==> src/design/b64d_pkg.sv <==
package b64d_pkg;

   // Depth of the group queue between the decode front and the byte serializer
   localparam int QUEUE_DEPTH = 4;
   localparam int QPTR_W      = $clog2(QUEUE_DEPTH);
   localparam int QCNT_W      = $clog2(QUEUE_DEPTH + 1);

   localparam logic [7:0] CHAR_PAD   = 8'h3D;  // '='
   localparam logic [7:0] CHAR_PLUS  = 8'h2B;  // '+'
   localparam logic [7:0] CHAR_SLASH = 8'h2F;  // '/'
   localparam logic [7:0] CHAR_UA    = 8'h41;  // 'A'
   localparam logic [7:0] CHAR_UZ    = 8'h5A;  // 'Z'
   localparam logic [7:0] CHAR_LA    = 8'h61;  // 'a'
   localparam logic [7:0] CHAR_LZ    = 8'h7A;  // 'z'
   localparam logic [7:0] CHAR_D0    = 8'h30;  // '0'
   localparam logic [7:0] CHAR_D9    = 8'h39;  // '9'

   localparam logic [5:0] SEXTET_PLUS  = 6'd62;
   localparam logic [5:0] SEXTET_SLASH = 6'd63;
   localparam logic [5:0] LOWER_BASE   = 6'd26;
   localparam logic [5:0] DIGIT_BASE   = 6'd52;

   // One decoded group: up to three bytes, count is 1..3
   typedef struct packed {
      logic [7:0] b0;
      logic [7:0] b1;
      logic [7:0] b2;
      logic [1:0] n;
   } job_type;

   typedef struct packed {
      logic       ok;
      logic [5:0] v;
   } sextet_type;

   function automatic sextet_type sextet_of(input logic [7:0] c);
      sextet_type r;
      logic [7:0] d;
      r.ok = 1'b1;
      r.v  = '0;
      d    = '0;
      if (c >= CHAR_UA && c <= CHAR_UZ) begin
         d   = c - CHAR_UA;
         r.v = d[5:0];
      end else if (c >= CHAR_LA && c <= CHAR_LZ) begin
         d   = c - CHAR_LA;
         r.v = d[5:0] + LOWER_BASE;
      end else if (c >= CHAR_D0 && c <= CHAR_D9) begin
         d   = c - CHAR_D0;
         r.v = d[5:0] + DIGIT_BASE;
      end else if (c == CHAR_PLUS) begin
         r.v = SEXTET_PLUS;
      end else if (c == CHAR_SLASH) begin
         r.v = SEXTET_SLASH;
      end else begin
         r.ok = 1'b0;
      end
      return r;
   endfunction

endpackage

==> src/design/b64d_front.sv <==
module b64d_front
   import b64d_pkg::*;
(
   input  logic       clock,
   input  logic       reset,
   input  logic       req_valid,
   output logic       req_ready,
   input  logic [7:0] req_char_code,
   input  logic       req_end_of_string,
   input  logic       queue_full,
   output logic       push,
   output job_type    job
);

   logic [2:0][5:0] buf_ff, buf_in;
   logic [1:0]      cnt_ff, cnt_in;
   logic            fin_ff, fin_in;

   sextet_type sx;
   logic       accept;
   logic       full_grp;
   logic       pad;
   logic [5:0] s3;

   assign req_ready = !queue_full;
   assign accept    = req_valid && req_ready;
   assign sx        = sextet_of(req_char_code);
   assign full_grp  = !fin_ff && sx.ok && (cnt_ff == 2'd3);
   assign pad       = !fin_ff && !sx.ok && (req_char_code == CHAR_PAD);
   assign s3        = full_grp ? sx.v : 6'd0;

   // Unfilled slots are always zero, so a padded group reads them as zero
   always_comb begin
      job.b0 = {buf_ff[0], buf_ff[1][5:4]};
      job.b1 = {buf_ff[1][3:0], buf_ff[2][5:2]};
      job.b2 = {buf_ff[2][1:0], s3};
      if (full_grp) begin
         job.n = 2'd3;
      end else if (pad && cnt_ff > 2'd1) begin
         job.n = cnt_ff - 2'd1;
      end else begin
         job.n = 2'd0;
      end
   end

   assign push = accept && (job.n != 2'd0);

   always_comb begin
      buf_in = buf_ff;
      cnt_in = cnt_ff;
      fin_in = fin_ff;
      if (accept) begin
         if (req_end_of_string || full_grp || pad) begin
            buf_in = '0;
            cnt_in = '0;
         end else if (!fin_ff && sx.ok) begin
            for (int i = 0; i < 3; i++) begin
               if (cnt_ff == i[1:0]) begin
                  buf_in[i] = sx.v;
               end
            end
            cnt_in = cnt_ff + 2'd1;
         end
         if (req_end_of_string) begin
            fin_in = 1'b0;
         end else if (pad) begin
            fin_in = 1'b1;
         end
      end
   end

   always_ff @(posedge clock) begin
      if (reset) begin
         buf_ff <= '0;
         cnt_ff <= '0;
         fin_ff <= 1'b0;
      end else begin
         buf_ff <= buf_in;
         cnt_ff <= cnt_in;
         fin_ff <= fin_in;
      end
   end

   a_fin_empty: assert property (@(posedge clock) disable iff (reset)
      fin_ff |-> (cnt_ff == 2'd0 && buf_ff == '0))
      else $error("group not empty after pad");

   a_eos_clears: assert property (@(posedge clock) disable iff (reset)
      (accept && req_end_of_string) |=> (cnt_ff == 2'd0 && !fin_ff && buf_ff == '0))
      else $error("end of string did not clear state");

   a_no_push_full: assert property (@(posedge clock) disable iff (reset)
      push |-> !queue_full)
      else $error("group pushed into full queue");

endmodule

==> src/design/b64d_fifo.sv <==
module b64d_fifo
   import b64d_pkg::*;
(
   input  logic    clock,
   input  logic    reset,
   input  logic    push,
   input  job_type push_job,
   output logic    full,
   output logic    not_empty,
   input  logic    pop,
   output job_type head
);

   job_type            mem_ff [QUEUE_DEPTH];
   logic [QPTR_W-1:0]  wr_ff, wr_in;
   logic [QPTR_W-1:0]  rd_ff, rd_in;
   logic [QCNT_W-1:0]  cnt_ff, cnt_in;

   localparam logic [QCNT_W-1:0] DEPTH_C = QCNT_W'(QUEUE_DEPTH);
   localparam logic [QPTR_W-1:0] LAST_C  = QPTR_W'(QUEUE_DEPTH - 1);

   assign full      = (cnt_ff == DEPTH_C);
   assign not_empty = (cnt_ff != '0);
   assign head      = mem_ff[rd_ff];

   always_comb begin
      wr_in  = wr_ff;
      rd_in  = rd_ff;
      cnt_in = cnt_ff;
      if (push) begin
         wr_in = (wr_ff == LAST_C) ? '0 : wr_ff + 1'b1;
      end
      if (pop) begin
         rd_in = (rd_ff == LAST_C) ? '0 : rd_ff + 1'b1;
      end
      if (push && !pop) begin
         cnt_in = cnt_ff + 1'b1;
      end else if (pop && !push) begin
         cnt_in = cnt_ff - 1'b1;
      end
   end

   always_ff @(posedge clock) begin
      if (push) begin
         mem_ff[wr_ff] <= push_job;
      end
   end

   always_ff @(posedge clock) begin
      if (reset) begin
         wr_ff  <= '0;
         rd_ff  <= '0;
         cnt_ff <= '0;
      end else begin
         wr_ff  <= wr_in;
         rd_ff  <= rd_in;
         cnt_ff <= cnt_in;
      end
   end

   a_cnt_range: assert property (@(posedge clock) disable iff (reset)
      cnt_ff <= DEPTH_C)
      else $error("queue count out of range");

   a_pop_nonempty: assert property (@(posedge clock) disable iff (reset)
      pop |-> not_empty)
      else $error("pop from empty queue");

   a_head_count: assert property (@(posedge clock) disable iff (reset)
      not_empty |-> (head.n != 2'd0))
      else $error("queued group with no bytes");

endmodule

==> src/design/b64d_back.sv <==
module b64d_back
   import b64d_pkg::*;
(
   input  logic       clock,
   input  logic       reset,
   input  logic       head_valid,
   input  job_type    head,
   output logic       pop,
   output logic       rsp_valid,
   input  logic       rsp_ready,
   output logic [7:0] rsp_data_byte,
   output logic       rsp_last_of_run
);

   logic [1:0] idx_ff, idx_in;
   logic       take;

   assign rsp_valid       = head_valid;
   assign rsp_last_of_run = (idx_ff == head.n - 2'd1);
   assign take            = rsp_valid && rsp_ready;
   assign pop             = take && rsp_last_of_run;

   always_comb begin
      unique case (idx_ff)
         2'd0:    rsp_data_byte = head.b0;
         2'd1:    rsp_data_byte = head.b1;
         default: rsp_data_byte = head.b2;
      endcase
   end

   always_comb begin
      idx_in = idx_ff;
      if (take) begin
         idx_in = rsp_last_of_run ? 2'd0 : idx_ff + 2'd1;
      end
   end

   always_ff @(posedge clock) begin
      if (reset) begin
         idx_ff <= '0;
      end else begin
         idx_ff <= idx_in;
      end
   end

endmodule

==> src/design/base64_decoder_unit.sv <==
// Base64 decoder (standard alphabet). One character enters per item on the
// req_ channel; alphabet characters are gathered four at a time and each full
// group gives three bytes on the rsp_ channel, one byte per item, with
// rsp_last_of_run marking the last byte of the group. Characters outside the
// alphabet are skipped. An '=' closes the string: a partial group of k sextets
// gives k-1 bytes and every later character is ignored until an item with
// req_end_of_string, which is also ignored and then clears all state.
// Without '=', that item is decoded normally first and a partial group left at the
// end is dropped. Rate: one character per cycle in while req_ready is high;
// one byte per cycle out while rsp_ready is high. A four-entry group queue
// sits between the decode front and the byte serializer; req_ready drops
// only while that queue is full. A group enters the queue with the character
// that completes it and reaches rsp_ once the groups ahead of it are out.
module base64_decoder_unit
   import b64d_pkg::*;
(
   input  logic       clock,
   input  logic       reset,
   input  logic       req_valid,
   output logic       req_ready,
   input  logic [7:0] req_char_code,
   input  logic       req_end_of_string,
   output logic       rsp_valid,
   input  logic       rsp_ready,
   output logic [7:0] rsp_data_byte,
   output logic       rsp_last_of_run
);

   // decode front -> queue
   logic    push;
   job_type push_job;
   logic    queue_full;

   // queue -> byte serializer
   logic    not_empty;
   logic    pop;
   job_type head;

   b64d_front u_front (
      .clock             (clock),
      .reset             (reset),
      .req_valid         (req_valid),
      .req_ready         (req_ready),
      .req_char_code     (req_char_code),
      .req_end_of_string (req_end_of_string),
      .queue_full        (queue_full),
      .push              (push),
      .job               (push_job)
   );

   b64d_fifo u_fifo (
      .clock     (clock),
      .reset     (reset),
      .push      (push),
      .push_job  (push_job),
      .full      (queue_full),
      .not_empty (not_empty),
      .pop       (pop),
      .head      (head)
   );

   b64d_back u_back (
      .clock           (clock),
      .reset           (reset),
      .head_valid      (not_empty),
      .head            (head),
      .pop             (pop),
      .rsp_valid       (rsp_valid),
      .rsp_ready       (rsp_ready),
      .rsp_data_byte   (rsp_data_byte),
      .rsp_last_of_run (rsp_last_of_run)
   );

endmodule

==> config.mk <==
export PLATFORM = sky130hd
export DESIGN_NAME = base64_decoder_unit
export DESIGN_NICKNAME = d
export VERILOG_FILES = /design/src/design/b64d_pkg.sv /design/src/design/b64d_front.sv /design/src/design/b64d_fifo.sv /design/src/design/b64d_back.sv /design/src/design/base64_decoder_unit.sv
export SDC_FILE = /design/constraint.sdc
export NUM_CORES = 1
export LEC_CHECK = 0
export BUFFER_PORTS_ARGS = -buffer_cell sky130_fd_sc_hd__buf_4
export CORE_ASPECT_RATIO = 1.2
export CORE_MARGIN = 4
export CORE_UTILIZATION = 45
export CTS_BUF_LIST = sky130_fd_sc_hd__clkbuf_16
export DETAILED_ROUTE_END_ITERATION = 6
export PLACE_DENSITY_LB_ADDON = 0.2
export SYNTH_ARGS = -nofsm -noshare
export SYNTH_HDL_FRONTEND = slang
export SYNTH_SLANG_ARGS = --single-unit
==> constraint.sdc <==
create_clock -name clock -period 5 [get_ports clock]
set_input_delay 0.5 -clock clock [delete_from_list [all_inputs] [get_ports clock]]
set_output_delay 0.5 -clock clock [all_outputs]
set_load 0.03 [all_outputs]
==> run_results.csv <==
group,metric,value,unit
synthesis,yosys.area.top_type,"edfxtp_1",
worst_setup_path,crit_slowest_cell,"a311oi_4",
pwr,pwr-share-seq,47.0,%
worst_hold_path,hold_depth,2,
timing,drv_slew,0,
synthesis,synthTopCellsByArea,"edfxtp_1 (50%), dfxtp_1 (10%), mux4_2 (9.3%), ha_1 (4.4%), inv_1 (2.4%)",
drt,wirelength,12600,µm
drt,first_iter_violations,274,
synthesis,synth_cells,439,
pwr,p_leak,2.43,nW
worst_setup_path,cp_max_fo,17,
grt,grt.overflow.total,0,
grt,track_usage,16.9,%
grt,grt_pass1_vias,3827,
floorplanning,core_area,13800,µm²
drt,vias,3709,
pwr,swShare,21.0,%
place,placed_cells,620,
synthesis,synth-main-ff-cell,"edfxtp_1",
pwr,pwr_density_cell,354,nW/µm²
timing,fin_skew,0.00874,ns
worst_setup_path,required,5.34,ns
worst_setup_path,slowest_delay,0.44,ns
worst_setup_path,r2r_cells,11,
pwr,p_switching,0.540,mW
clocking,htreeDepth,4,
drt,drcViolationCount,0,
clocking,numCtsBuffers,17,
worst_setup_path,endpoint_kind,"register",
place,numPortBuffers,23,
clocking,cts_resized,0,
clocking,clk_path_buf_depth,2,
timing,setup-violations-final,0,
pwr,ir_drop,0.253,mV
drt,routedWlPerCell,19.3,µm
clocking,cts.sinks,136,
final_layout,drive_gt1_share,21.6,%
timing,finalWorstSetupSlack,1.50,ns
pwr,p_int,2.03,mW
clocking,path_clk_slew,0.06,ns
place,placed_cell_area,6640,µm²
final_layout,final_area,7240,µm²
timing,slew_headroom,57.1,%
timing,hold_slack,0.293,ns
grt,antenna_found_initial,0,
worst_setup_path,cp_cell_sequence,"buf_4 > inv_1 > ha_1 > a21o_1 > a311oi_4 > a221o_1 > o211ai_4 > a21oi_4 > ha_1 > inv_1 > fa_1 > xor2_1 > or3_1 > a21oi_1",
timing,hold_violations,0,
synthesis,synth_cell_types,69,
synthesis,yosysSeqAreaShare,59.8,%
timing,max_freq,286,MHz
floorplanning,die_w,116,µm
final_layout,final_cell_count_no_fill,652,
worst_setup_path,crit_buf_inv,3,
clocking,insertion_delay,0.41,ns
final_layout,filler_cell_count,1161,
drt,via_per_inst,5.69,
worst_setup_path,cp-start-kind,"input pin",
floorplanning,io_pins,24,
clocking,root_buffer,"clkbuf_16",
pwr,comb_power_share,4.1,%
synthesis,syn_avg_cell_area,14.3,µm²
synthesis,syn_area,6300,µm²
drt,detail-route-antenna-nets,0,
floorplanning,rows,47,
grt,grt_max_degree,36,
worst_hold_path,hold_class,"in -> reg",
timing,min_period_over_period,70.0,%
grt,grt_pass1_wl,20100,µm
clocking,cts_post_setup_buffers_inserted,0,
run_status,run_status,"completed",
floorplanning,fp.dieH,138,µm
floorplanning,dieArea,16000,µm²
final_layout,mostFrequentLayoutCells,"edfxtp_1 (104), inv_1 (40), dfxtp_1 (31), buf_4 (29), mux4_2 (26)",
clocking,cts_tree,"done",
place,dp_hpwl,8530,µm
floorplanning,initial_core_util,45.8,%
timing,worst_slew_pin_slew,0.643,ns
synthesis,synth.top_cell.area_share,49.6,%
timing,grt_setup_unrepaired,"no",
clocking,ctsHoldBuffers,0,
worst_setup_path,cp_top_family,"compound AO/OA/AOI/OAI gates",
synthesis,ys_ff_latch,136,
timing,setup_tns,0,ns
synthesis,yosys_warnings,0,
place,gp_congestion,0.834,
place,dp_slack,1.09,ns
run,maxCapViolCount,0,
final_layout,antenna_cells,0,
timing,min_period,3.50,ns
worst_setup_path,criticalPathCategory,"in -> reg",
final_layout,final_common_cell,"edfxtp_1",
worst_setup_path,crit_arrival,3.84,ns
drt,drt_pass1_iterations,5,
worst_setup_path,crit_cells,14,
synthesis,synth-edff-count,104,
synthesis,synth_fp_nets,475,
synthesis,synthArstFlopShare,0,%
final_layout,area_delta_synth_final,15.0,%
pwr,power_frac_clock,48.9,%
final_layout,nets,504,
## synth_stat cells (4+ instances only)
master / number
o21ai_0: 13
inv_1: 40
nand2b_1: 9
nand4_1: 6
buf_2: 5
mux4_2: 26
nand3_1: 9
and2_1: 4
a22oi_1: 8
nor3_1: 7
nand2_1: 17
nor2b_1: 4
xor2_1: 4
or3_1: 5
edfxtp_1: 104
ha_1: 22
clkbuf_1: 8
o32ai_1: 17
o21ai_1: 4
a21oi_1: 9
dfxtp_1: 32
mux2i_1: 6
nor2_1: 20
## flip-flops by register name, summed over array words and instances (netlist names), named ones only
register,cells
u_fifo.mem_ff,104
u_front.job,18
u_fifo.cnt_ff,3
u_back.idx_ff,2
u_fifo.rd_ff,2
u_fifo.wr_ff,2
u_front.cnt_ff,2
u_front.fin_ff,1
## layout make-up
class,count,area [µm²],area share [%]
clock buffer,17,425,5.88
clock inverter,15,178,2.45
inverter,40,150,2.07
multi-input combinational,244,2290,31.6
sequential,136,3760,52.0
tap,171,214,2.96
timing repair buffer,29,218,3.01
## worst paths after layout
path | start | to | slack, ns
worst min-delay path | req_end_of_string | u_front.fin_ff | 0.29
worst min register to register | u_fifo.rd_ff[0] | register | 0.49
worst max-delay path | req_char_code[2] | u_fifo.cnt_ff[2] | 1.50
worst max register to register | register | u_fifo.cnt_ff[2] | 1.82
## logic make-up after synthesis
logic type	count (synthesis)	synth area share, %
DFF	136	59.8
xor gates and xnor gates	6	0.835
and+or+nand+nor	95	8.15
buffers and inverters	59	3.87
adders and majority gates	23	4.69
muxes	34	10.7
AOI/OAI and AO/OA	86	12.0
## power groups by stage
stage / sequential, mW / clock, mW / combinational (mW)
finish: 1.21 / 1.25 / 0.105
global placement: 1.23 / 0 / 0.104
detailed placement: 1.23 / 0 / 0.105
CTS: 1.21 / 1.27 / 0.105
global route: 1.21 / 1.33 / 0.116
floorplan: 1.23 / 0 / 0.0748
## per-layer routing
| metal | GRT usage (%) | vias up | share of wire [%] |
|---|---|---|---|
| met5 | 0 | - | 0 |
| met4 | 5.09 | 0 | 0.94 |
| met3 | 3.95 | 8 | 3.0 |
| met2 | 29.0 | 59 | 52 |
| met1 | 21.2 | 1882 | 44 |
| li1 | - | 1760 | - |
## metrics by stage
stage	power (mW)	util, %
floorplan	1.30	-
global placement	1.33	48.2
detailed placement	1.34	48.2
CTS	2.58	52.6
global route	2.65	52.6
finish	2.56	52.6
Note: power is estimated with default switching activity, not from simulation.
